===== src/debounced_external_interrupt_lines_macros.svh =====
// assertion helpers included by the bank module
`ifndef DEBOUNCED_EXTERNAL_INTERRUPT_LINES_MACROS_SVH
`define DEBOUNCED_EXTERNAL_INTERRUPT_LINES_MACROS_SVH

// same-cycle implication, checked on every rising clock edge outside reset
`define DEIL_ASSERT_IMPLIES(label, ante, cons) \
   label: assert property (@(posedge clock) disable iff (reset) (ante) |-> (cons)) \
      else $error("same-cycle check failed");

// next-cycle implication
`define DEIL_ASSERT_NEXT(label, ante, cons) \
   label: assert property (@(posedge clock) disable iff (reset) (ante) |=> (cons)) \
      else $error("next-cycle check failed");

`endif


===== src/deil_pkg.sv =====
package deil_pkg;

   localparam int LINE_W     = 4;
   localparam int PORT_W     = 4;
   localparam int TICKS_W    = 32;
   localparam int MASK_W     = 16;
   localparam int NOW_W      = 32;
   localparam int REQ_DATA_W = 104;
   localparam int RSP_DATA_W = 16;

   typedef enum logic [1:0] {
      KIND_CONFIG   = 2'd0,
      KIND_DISABLE  = 2'd1,
      KIND_EVENT    = 2'd2,
      KIND_RESERVED = 2'd3
   } deil_kind_type;

   typedef enum logic [1:0] {
      STATUS_DONE     = 2'd0,
      STATUS_SHARE    = 2'd1,
      STATUS_DISPATCH = 2'd2
   } deil_status_type;

   typedef enum logic [1:0] {
      FSM_IDLE,
      FSM_CMD,
      FSM_EVAL,
      FSM_SCAN
   } deil_fsm_type;

   // broadcast from the controller to every cell
   typedef struct packed {
      logic               cfg_we;
      logic               dis_we;
      logic               eval;
      logic               shift;
      logic [LINE_W-1:0]  line;
      logic [PORT_W-1:0]  port;
      logic [TICKS_W-1:0] ticks;
   } deil_ctl_type;

   // status gathered cell by cell along the chain
   typedef struct packed {
      logic              conflict;
      logic              hit;
      logic              more;
      logic [PORT_W-1:0] port;
   } deil_link_type;

endpackage


===== src/deil_cell.sv =====
module deil_cell
   import deil_pkg::*;
#(
   parameter int INDEX      = 0,
   parameter int TIME_WIDTH = 32
) (
   input  logic                  clock,
   input  logic                  reset,
   input  deil_ctl_type          ctl,
   input  logic [TIME_WIDTH-1:0] now,
   input  logic                  pend,
   input  logic                  tok_prev,
   output logic                  tok_next,
   input  deil_link_type         link_in,
   output deil_link_type         link_out
);

   localparam logic [LINE_W-1:0] IDX = LINE_W'(INDEX);

   logic                  en_ff, en_in;
   logic [PORT_W-1:0]     port_ff, port_in;
   logic [TICKS_W-1:0]    thr_ff, thr_in;
   logic [TIME_WIDTH-1:0] time_ff, time_in;
   logic                  hit_ff, hit_in;
   logic                  tok_ff, tok_in;

   logic                  sel;
   logic                  clash;
   logic [TIME_WIDTH-1:0] elapsed;
   logic                  ripe;
   logic                  fire;
   logic                  mine;

   assign sel     = (ctl.line == IDX);
   assign clash   = en_ff && (port_ff != ctl.port);
   assign elapsed = now - time_ff;
   // compare both sides zero-extended to the sum of the two widths
   assign ripe    = {TICKS_W'(0), elapsed} >= {TIME_WIDTH'(0), thr_ff};
   assign fire    = en_ff && pend && ((thr_ff == '0) || ripe);
   assign mine    = tok_ff && hit_ff;

   always_comb begin
      en_in   = en_ff;
      port_in = port_ff;
      thr_in  = thr_ff;
      time_in = time_ff;
      hit_in  = hit_ff;
      tok_in  = tok_ff;
      if (ctl.cfg_we && sel && !clash) begin
         en_in   = 1'b1;
         port_in = ctl.port;
         thr_in  = ctl.ticks;
         time_in = now;
      end
      if (ctl.dis_we && sel && (port_ff == ctl.port)) begin
         en_in = 1'b0;
      end
      if (ctl.eval) begin
         hit_in = fire;
         if (fire && (thr_ff != '0)) begin
            time_in = now;
         end
      end
      if (ctl.shift) begin
         tok_in = tok_prev;
         if (tok_ff) begin
            hit_in = 1'b0;
         end
      end
   end

   always_ff @(posedge clock) begin
      if (reset) begin
         en_ff  <= 1'b0;
         hit_ff <= 1'b0;
         tok_ff <= 1'b0;
      end else begin
         en_ff  <= en_in;
         hit_ff <= hit_in;
         tok_ff <= tok_in;
      end
   end

   always_ff @(posedge clock) begin
      port_ff <= port_in;
      thr_ff  <= thr_in;
      time_ff <= time_in;
   end

   assign tok_next          = tok_ff;
   assign link_out.conflict = link_in.conflict | (sel & clash);
   assign link_out.hit      = link_in.hit | mine;
   assign link_out.more     = link_in.more | (hit_ff & ~tok_ff);
   assign link_out.port     = link_in.port | (port_ff & {PORT_W{mine}});

endmodule


===== src/debounced_external_interrupt_lines.sv =====
// Bank of NUM_LINES external interrupt lines, one cell per line in a chain. Each cell holds
// the line's enable, port, debounce threshold and a time stamp set on configure and on a
// debounced fire. A configure or disable word is accepted, then updates its cell and gives
// one status word. An event word is accepted, then every cell checks its pending bit and
// debounce window at once and stamps its time if it fires with a nonzero threshold, then a
// scan token walks the chain one cell per cycle and emits a dispatch word at every cell
// that fired, in ascending line order; the last dispatch carries tlast, and an event with no
// firing line gives no word. The token walk sets the event rate, and it only pauses while a
// dispatch waits on a full output register. A new word is taken only when the previous one
// is finished; the output register lets the last result wait for rsp_tready meanwhile.
// Time arithmetic wraps at TIME_WIDTH bits; kind 3 words are dropped with no result.
module debounced_external_interrupt_lines
   import deil_pkg::*;
#(
   parameter int NUM_LINES  = 16,
   parameter int TIME_WIDTH = 32
) (
   input  logic                  clock,
   input  logic                  reset,
   input  logic                  req_tvalid,
   output logic                  req_tready,
   // line[3:0], port[7:4], debounce_ticks[39:8], pending[55:40], levels[71:56], now[103:72]
   input  logic [REQ_DATA_W-1:0] req_tdata,
   // kind[1:0]
   input  logic [1:0]            req_tuser,
   output logic                  rsp_tvalid,
   input  logic                  rsp_tready,
   // status[1:0], fired_line[5:2], fired_port[9:6], fired_level[10], zero[15:11]
   output logic [RSP_DATA_W-1:0] rsp_tdata,
   output logic                  rsp_tlast
);

`include "debounced_external_interrupt_lines_macros.svh"

   localparam logic [LINE_W-1:0] LAST_IDX = LINE_W'(NUM_LINES - 1);

   // controller state
   deil_fsm_type          state_ff, state_in;
   logic [LINE_W-1:0]     idx_ff, idx_in;

   // latched word
   deil_kind_type         kind_ff;
   logic [LINE_W-1:0]     line_ff;
   logic [PORT_W-1:0]     port_ff;
   logic [TICKS_W-1:0]    ticks_ff;
   logic [MASK_W-1:0]     pend_ff;
   logic [MASK_W-1:0]     lev_ff;
   logic [TIME_WIDTH-1:0] now_ff;
   logic [TIME_WIDTH+NOW_W-1:0] now_wide;

   // output register
   logic                  rsp_valid_ff, rsp_valid_in;
   deil_status_type       rsp_status_ff, rsp_status_in;
   logic [LINE_W-1:0]     rsp_line_ff, rsp_line_in;
   logic [PORT_W-1:0]     rsp_port_ff, rsp_port_in;
   logic                  rsp_level_ff, rsp_level_in;
   logic                  rsp_last_ff, rsp_last_in;
   logic                  rsp_load;

   logic                  req_accept;
   logic                  out_free;
   logic                  tok_first;
   deil_ctl_type          ctl;
   deil_link_type         link [NUM_LINES+1];
   logic                  tok  [NUM_LINES+1];
   deil_link_type         link_out;

   assign req_accept = req_tvalid && req_tready;
   assign out_free   = !rsp_valid_ff || rsp_tready;
   assign now_wide   = {TIME_WIDTH'(0), req_tdata[103:72]};

   // ---------------------------------------------------------------- cell chain
   assign link[0] = '0;
   assign tok[0]  = tok_first;

   for (genvar g = 0; g < NUM_LINES; g++) begin : g_cell
      deil_cell #(
         .INDEX      (g),
         .TIME_WIDTH (TIME_WIDTH)
      ) u_cell (
         .clock    (clock),
         .reset    (reset),
         .ctl      (ctl),
         .now      (now_ff),
         .pend     (pend_ff[g]),
         .tok_prev (tok[g]),
         .tok_next (tok[g+1]),
         .link_in  (link[g]),
         .link_out (link[g+1])
      );
   end

   // token leaving the last cell is dropped
   assign link_out = link[NUM_LINES];

   // ---------------------------------------------------------------- controller
   always_comb begin
      state_in      = state_ff;
      idx_in        = idx_ff;
      req_tready    = 1'b0;
      tok_first     = 1'b0;
      rsp_load      = 1'b0;
      rsp_status_in = STATUS_DONE;
      rsp_line_in   = '0;
      rsp_port_in   = '0;
      rsp_level_in  = 1'b0;
      rsp_last_in   = 1'b1;
      ctl.cfg_we    = 1'b0;
      ctl.dis_we    = 1'b0;
      ctl.eval      = 1'b0;
      ctl.shift     = 1'b0;
      ctl.line      = line_ff;
      ctl.port      = port_ff;
      ctl.ticks     = ticks_ff;

      case (state_ff)
         FSM_IDLE: begin
            req_tready = 1'b1;
            if (req_tvalid) begin
               case (deil_kind_type'(req_tuser))
                  KIND_CONFIG:  state_in = FSM_CMD;
                  KIND_DISABLE: state_in = FSM_CMD;
                  KIND_EVENT:   state_in = FSM_EVAL;
                  default:      state_in = FSM_IDLE;
               endcase
            end
         end
         FSM_CMD: begin
            // update the addressed cell only once the status word has a place
            if (out_free) begin
               ctl.cfg_we = (kind_ff == KIND_CONFIG);
               ctl.dis_we = (kind_ff == KIND_DISABLE);
               rsp_load   = 1'b1;
               if ((kind_ff == KIND_CONFIG) && link_out.conflict) begin
                  rsp_status_in = STATUS_SHARE;
               end
               state_in = FSM_IDLE;
            end
         end
         FSM_EVAL: begin
            // all cells decide at once, token enters cell zero
            ctl.eval  = 1'b1;
            ctl.shift = 1'b1;
            tok_first = 1'b1;
            idx_in    = '0;
            state_in  = FSM_SCAN;
         end
         FSM_SCAN: begin
            if (!link_out.hit || out_free) begin
               ctl.shift = 1'b1;
               if (link_out.hit) begin
                  rsp_load      = 1'b1;
                  rsp_status_in = STATUS_DISPATCH;
                  rsp_line_in   = idx_ff;
                  rsp_port_in   = link_out.port;
                  rsp_level_in  = lev_ff[idx_ff];
                  rsp_last_in   = !link_out.more;
               end
               idx_in = idx_ff + 1'b1;
               if (idx_ff == LAST_IDX) begin
                  state_in = FSM_IDLE;
               end
            end
         end
         default: begin
            state_in = FSM_IDLE;
         end
      endcase

      rsp_valid_in = rsp_load ? 1'b1 : (rsp_valid_ff && !rsp_tready);
   end

   always_ff @(posedge clock) begin
      if (reset) begin
         state_ff     <= FSM_IDLE;
         idx_ff       <= '0;
         rsp_valid_ff <= 1'b0;
      end else begin
         state_ff     <= state_in;
         idx_ff       <= idx_in;
         rsp_valid_ff <= rsp_valid_in;
      end
   end

   // payload registers
   always_ff @(posedge clock) begin
      if (req_accept) begin
         kind_ff  <= deil_kind_type'(req_tuser);
         line_ff  <= req_tdata[3:0];
         port_ff  <= req_tdata[7:4];
         ticks_ff <= req_tdata[39:8];
         pend_ff  <= req_tdata[55:40];
         lev_ff   <= req_tdata[71:56];
         now_ff   <= now_wide[TIME_WIDTH-1:0];
      end
      if (rsp_load) begin
         rsp_status_ff <= rsp_status_in;
         rsp_line_ff   <= rsp_line_in;
         rsp_port_ff   <= rsp_port_in;
         rsp_level_ff  <= rsp_level_in;
         rsp_last_ff   <= rsp_last_in;
      end
   end

   assign rsp_tvalid = rsp_valid_ff;
   assign rsp_tdata  = {5'b0, rsp_level_ff, rsp_port_ff, rsp_line_ff, rsp_status_ff};
   assign rsp_tlast  = rsp_last_ff;

   // ---------------------------------------------------------------- checks
   `DEIL_ASSERT_IMPLIES(a_hit_only_in_scan, link_out.hit, state_ff == FSM_SCAN)
   `DEIL_ASSERT_NEXT(a_cmd_gives_status, (state_ff == FSM_CMD) && out_free, rsp_tvalid && rsp_tlast && (rsp_tdata[1:0] != STATUS_DISPATCH))
   `DEIL_ASSERT_NEXT(a_word_leaves_idle, req_accept && (req_tuser != KIND_RESERVED), state_ff != FSM_IDLE)

endmodule


===== config.mk =====
export PLATFORM = sky130hd
export DESIGN_NAME = debounced_external_interrupt_lines
export DESIGN_NICKNAME = d
export VERILOG_FILES = /design/src/deil_pkg.sv /design/src/deil_cell.sv /design/src/debounced_external_interrupt_lines.sv
export VERILOG_INCLUDE_DIRS = /design/src /design/src/src
export SDC_FILE = /design/constraint.sdc
export NUM_CORES = 2
export LEC_CHECK = 0
export BUFFER_PORTS_ARGS = -buffer_cell sky130_fd_sc_hd__buf_2
export CAP_MARGIN = 25
export CORE_MARGIN = 5
export CORE_UTILIZATION = 45
export CTS_BUF_LIST = sky130_fd_sc_hd__clkbuf_16
export DETAILED_ROUTE_END_ITERATION = 10
export PLACE_DENSITY = 0.6
export SYNTH_ARGS = -nofsm -noshare
export SYNTH_HDL_FRONTEND = slang
export SYNTH_SLANG_ARGS = --single-unit

===== constraint.sdc =====
create_clock -name clock -period 6.3 [get_ports clock]
set_clock_uncertainty 0.1 [all_clocks]
set_input_delay 0.945 -clock clock [delete_from_list [all_inputs] [get_ports clock]]
set_output_delay 0.945 -clock clock [all_outputs]
set_load 0.005 [all_outputs]

==> reports/results.ini <==
[yosys]
syn_area_mm2 = 0.0825
synth_top_area_frac = 0.253
synthXorXnorAreaFrac = 0.0535
avgSynthCellArea_um2 = 10.0
ys_seq_elements = 1261
synth-compound-area-share = 0.158
synthFlopType = edfxtp_1
synth_area_leaders = edfxtp_1 (25%), ha_1 (15%), dfxtp_1 (14%)
yosysWarnings = 0
synth_edf_count = 694
synth_top_family_by_area = compound AO/OA/AOI/OAI gates
syn_inst = 8238
synth_area_leader_cell = edfxtp_1
synthArstFlopShare = 0
post_synth_mux_area_share = 0.0737
synthAdderAreaFrac = 0.157
synth.distinct_cells = 104
yosysSeqAreaShare = 0.390
synthSimpleGateAreaFrac = 0.104

[detailed_routing]
dr.pass1.iters = 6
drt-total-wl_mm = 264
ant_nets = 0
drc_errors = 0
wl_per_cell_um = 23.6
via_per_inst = 5.78
num_vias = 64500
dr.first_iter.drc_count = 5890

[run_status]
outcome = finished, final reports clean

[floorplan]
core_area_mm2 = 0.183
die_h_um = 438
initial_core_util = 0.452
io_pins = 129
fp.dieW_um = 438
die-area_mm2 = 0.192
num_rows = 157

[run]
max-cap-violations = 0

[global_routing]
grt_pass1_wl_mm = 388
antenna_found_initial = 37
grt.overflow.total = 0
grt_pass1_vias = 62000
grt_max_degree = 56
grt_use_total = 0.268

[placed_design]
place_ws_ps = 309
placed_cell_area_mm2 = 0.0881
port_buffers = 123
dp_hpwl_mm = 190
place.gp.congestion = 0.918

[layout]
drive_gt1_frac = 0.145
area_growth_pct = 13.0
nFillCells = 16700
nets = 9766
final_core_util = 0.510
final_area_mm2 = 0.0932

[setup_path]
critPathCaptureType = register
crit_type = reg -> reg
crit_fanout = 9
required_ps = 6880
cp.arrival_ps = 6570
start_kind = register

[cts]
cts_tree = built
root_buffer = clkbuf_16
cts_made_buffers = 148
cts.sinks = 1261
cts_hold_buf = 0
ctsHtreeMaxLevel = 4
clock_latency_ps = 800
cts_buffer_depth = 3
clk_pin_slew_ps = 60

[sta]
worst_pin_slew_ps = 1000
worst_hold_slack_ps = 219
slew_viol_final = 0
rsz0062_at_grt = false
hold_violations = 0
period_minus_slack_ps = 6000
max_freq_mhz = 167
finalSetupViolCount = 0
period_share = 0.952
relSlewSlack = 0.331
tns_ps = 0
fin_ws_ps = 304

[worst_hold_path]
worstHoldPathType = in -> reg

[power_and_ir_drop]
vdd_drop_max_uv = 314
powerDensity_mw_per_mm2 = 282
power_leakage_nw = 39.5

[where the power goes]
part / internal (mW) / switching, mW / total, mW / leakage (nW)
clock network: 5.19 / 3.66 / 8.85 / 2.54
logic: 3.45 / 4.65 / 8.11 / 26.0
registers: 9.14 / 0.228 / 9.37 / 10.9
[per-stage QoR]
stage,power [mW],std cells
finish,26.3,11200
floorplan,15.2,8242
global placement,17.3,10900
CTS,26.4,11100
global route,27.7,11100
detailed placement,17.5,10900
[final cells by class]
type / instances / area [µm²] / area share
Multi-Input combinational cell: 5681 / 45300 / 0.486
Inverter: 1126 / 4230 / 0.0453
Clock buffer: 155 / 3880 / 0.0416
Sequential cell: 1261 / 32200 / 0.345
Tap cell: 2385 / 2980 / 0.0320
Antenna cell: 18 / 45.0 / 0.000483
Timing Repair Buffer: 413 / 3490 / 0.0374
Clock inverter: 120 / 1120 / 0.0120
[synthesized netlist by cell type, types with 49 or more instances]
| cell | n |
|---|---|
| o21ai_0 | 247 |
| nor4_1 | 151 |
| o21bai_1 | 77 |
| clkbuf_1 | 95 |
| ha_1 | 1009 |
| edfxtp_1 | 694 |
| mux2_2 | 469 |
| nor2b_1 | 73 |
| a21o_1 | 434 |
| inv_1 | 1126 |
| nand4_1 | 177 |
| nor2_1 | 330 |
| a211oi_1 | 64 |
| and3_1 | 49 |
| o211ai_1 | 57 |
| o21a_1 | 89 |
| a21oi_1 | 587 |
| dfxtp_1 | 567 |
| nand2_1 | 356 |
| a31oi_1 | 65 |
| nor3_1 | 102 |
| xnor2_1 | 374 |
| nand2b_1 | 81 |
| nand3_1 | 154 |
| xor2_1 | 130 |
[per-layer routing]
metal	vias up	GRT usage	share of wire
met5	-	0	0.00010
met4	4	0.104	0.043
li1	30700	-	-
met3	464	0.0334	0.070
met2	2184	0.440	0.46
met1	31100	0.362	0.43
[critical path, stage by stage, from the launching register on]
cell and delay, ps:
edfxtp_1 390, inv_1 130, buf_4 150, ha_1 160, inv_1 60, fa_1 420, a211oi_1 310, o21ai_0 180
a31oi_2 350, o211ai_1 250, o2111ai_1 280, a31oi_1 180, a211o_1 290, a21oi_1 180, xnor2_1 100, ha_1 290
nand4_1 100, or4_1 540, a2111o_1 370, nor4bb_4 170, o31a_4 370, buf_4 200, mux2_4 310
[cell families (layout without fill, tap and decap cells)]
logic type | after synthesis | in the layout
other cells | 1 | 23
xor+xnor | 504 | 504
fa+ha+maj | 1025 | 1025
simple gates | 1656 | 1656
compound gates | 1965 | 1965
mux | 526 | 526
flops | 1261 | 1261
buf+inv | 1300 | 1814
[flip-flops by register name, indices dropped and copies added, names as in the netlist]
name and cells:
rsp_tlast 1, rsp_status_ff 2, g_cell.u_cell.time_ff 512, g_cell.u_cell.tok_next 16
g_cell.u_cell.port_ff 64, kind_ff 2, port_ff 4, line_ff 4
state_ff 2, rsp_port_ff 4, g_cell.u_cell.en_ff 16, rsp_line_ff 4
g_cell.u_cell.thr_ff 512, g_cell.u_cell.hit_ff 16, ticks_ff 32, lev_ff 16
now_ff 32, rsp_tvalid 1, idx_ff 4, pend_ff 16
rsp_level_ff 1
[layout by cell type, fill, tap and decap left out, drive strengths merged, types with 22 or more instances in the layout]
cell	netlist	layout
nand2b	81	81
dfxtp	567	567
clkbuf	97	155
nor3	107	107
o22ai	28	28
a221oi	29	29
clkinv	0	61
xor2	130	130
a21oi	591	591
mux2	512	512
a21o	435	435
edfxtp	694	694
and3	49	49
a31oi	67	67
a2111oi	26	26
inv	1126	1161
o21bai	77	77
and2	38	38
o21ai	270	270
o211ai	58	58
nand2	357	357
nand4	177	177
o31ai	45	45
buf	77	413
nand3	154	154
a211oi	65	65
or3	32	32
o21a	89	89
nor2	331	331
nor2b	73	73
xnor2	374	374
ha	1009	1009
nor4	155	155
or2	27	27
a32oi	22	22
a21boi	25	25
[path summary, 6_finish.rpt]
| path | from | end | slack [ps] | depth (start not counted) |
|---|---|---|---|---|
| worst max-delay path | now_ff[0] | g_cell[0].u_cell.time_ff[11] | 300 | 22 |
| worst min-delay path | req_tdata[43] | pend_ff[3] | 220 | 1 |
| worst max register to register | now_ff[0] | g_cell[0].u_cell.time_ff[11] | 300 | 22 |
| worst min register to register | g_cell[12].u_cell.time_ff[28] | g_cell[12].u_cell.time_ff[28] | 370 | 1 |
[repair_timing]
action	4_1_cts	5_1_grt
buffers inserted	0	3
gates resized for setup	0	5
endpoints found under the setup margin	0	96
No activity file was read; power rests on OpenSTA's default activity.
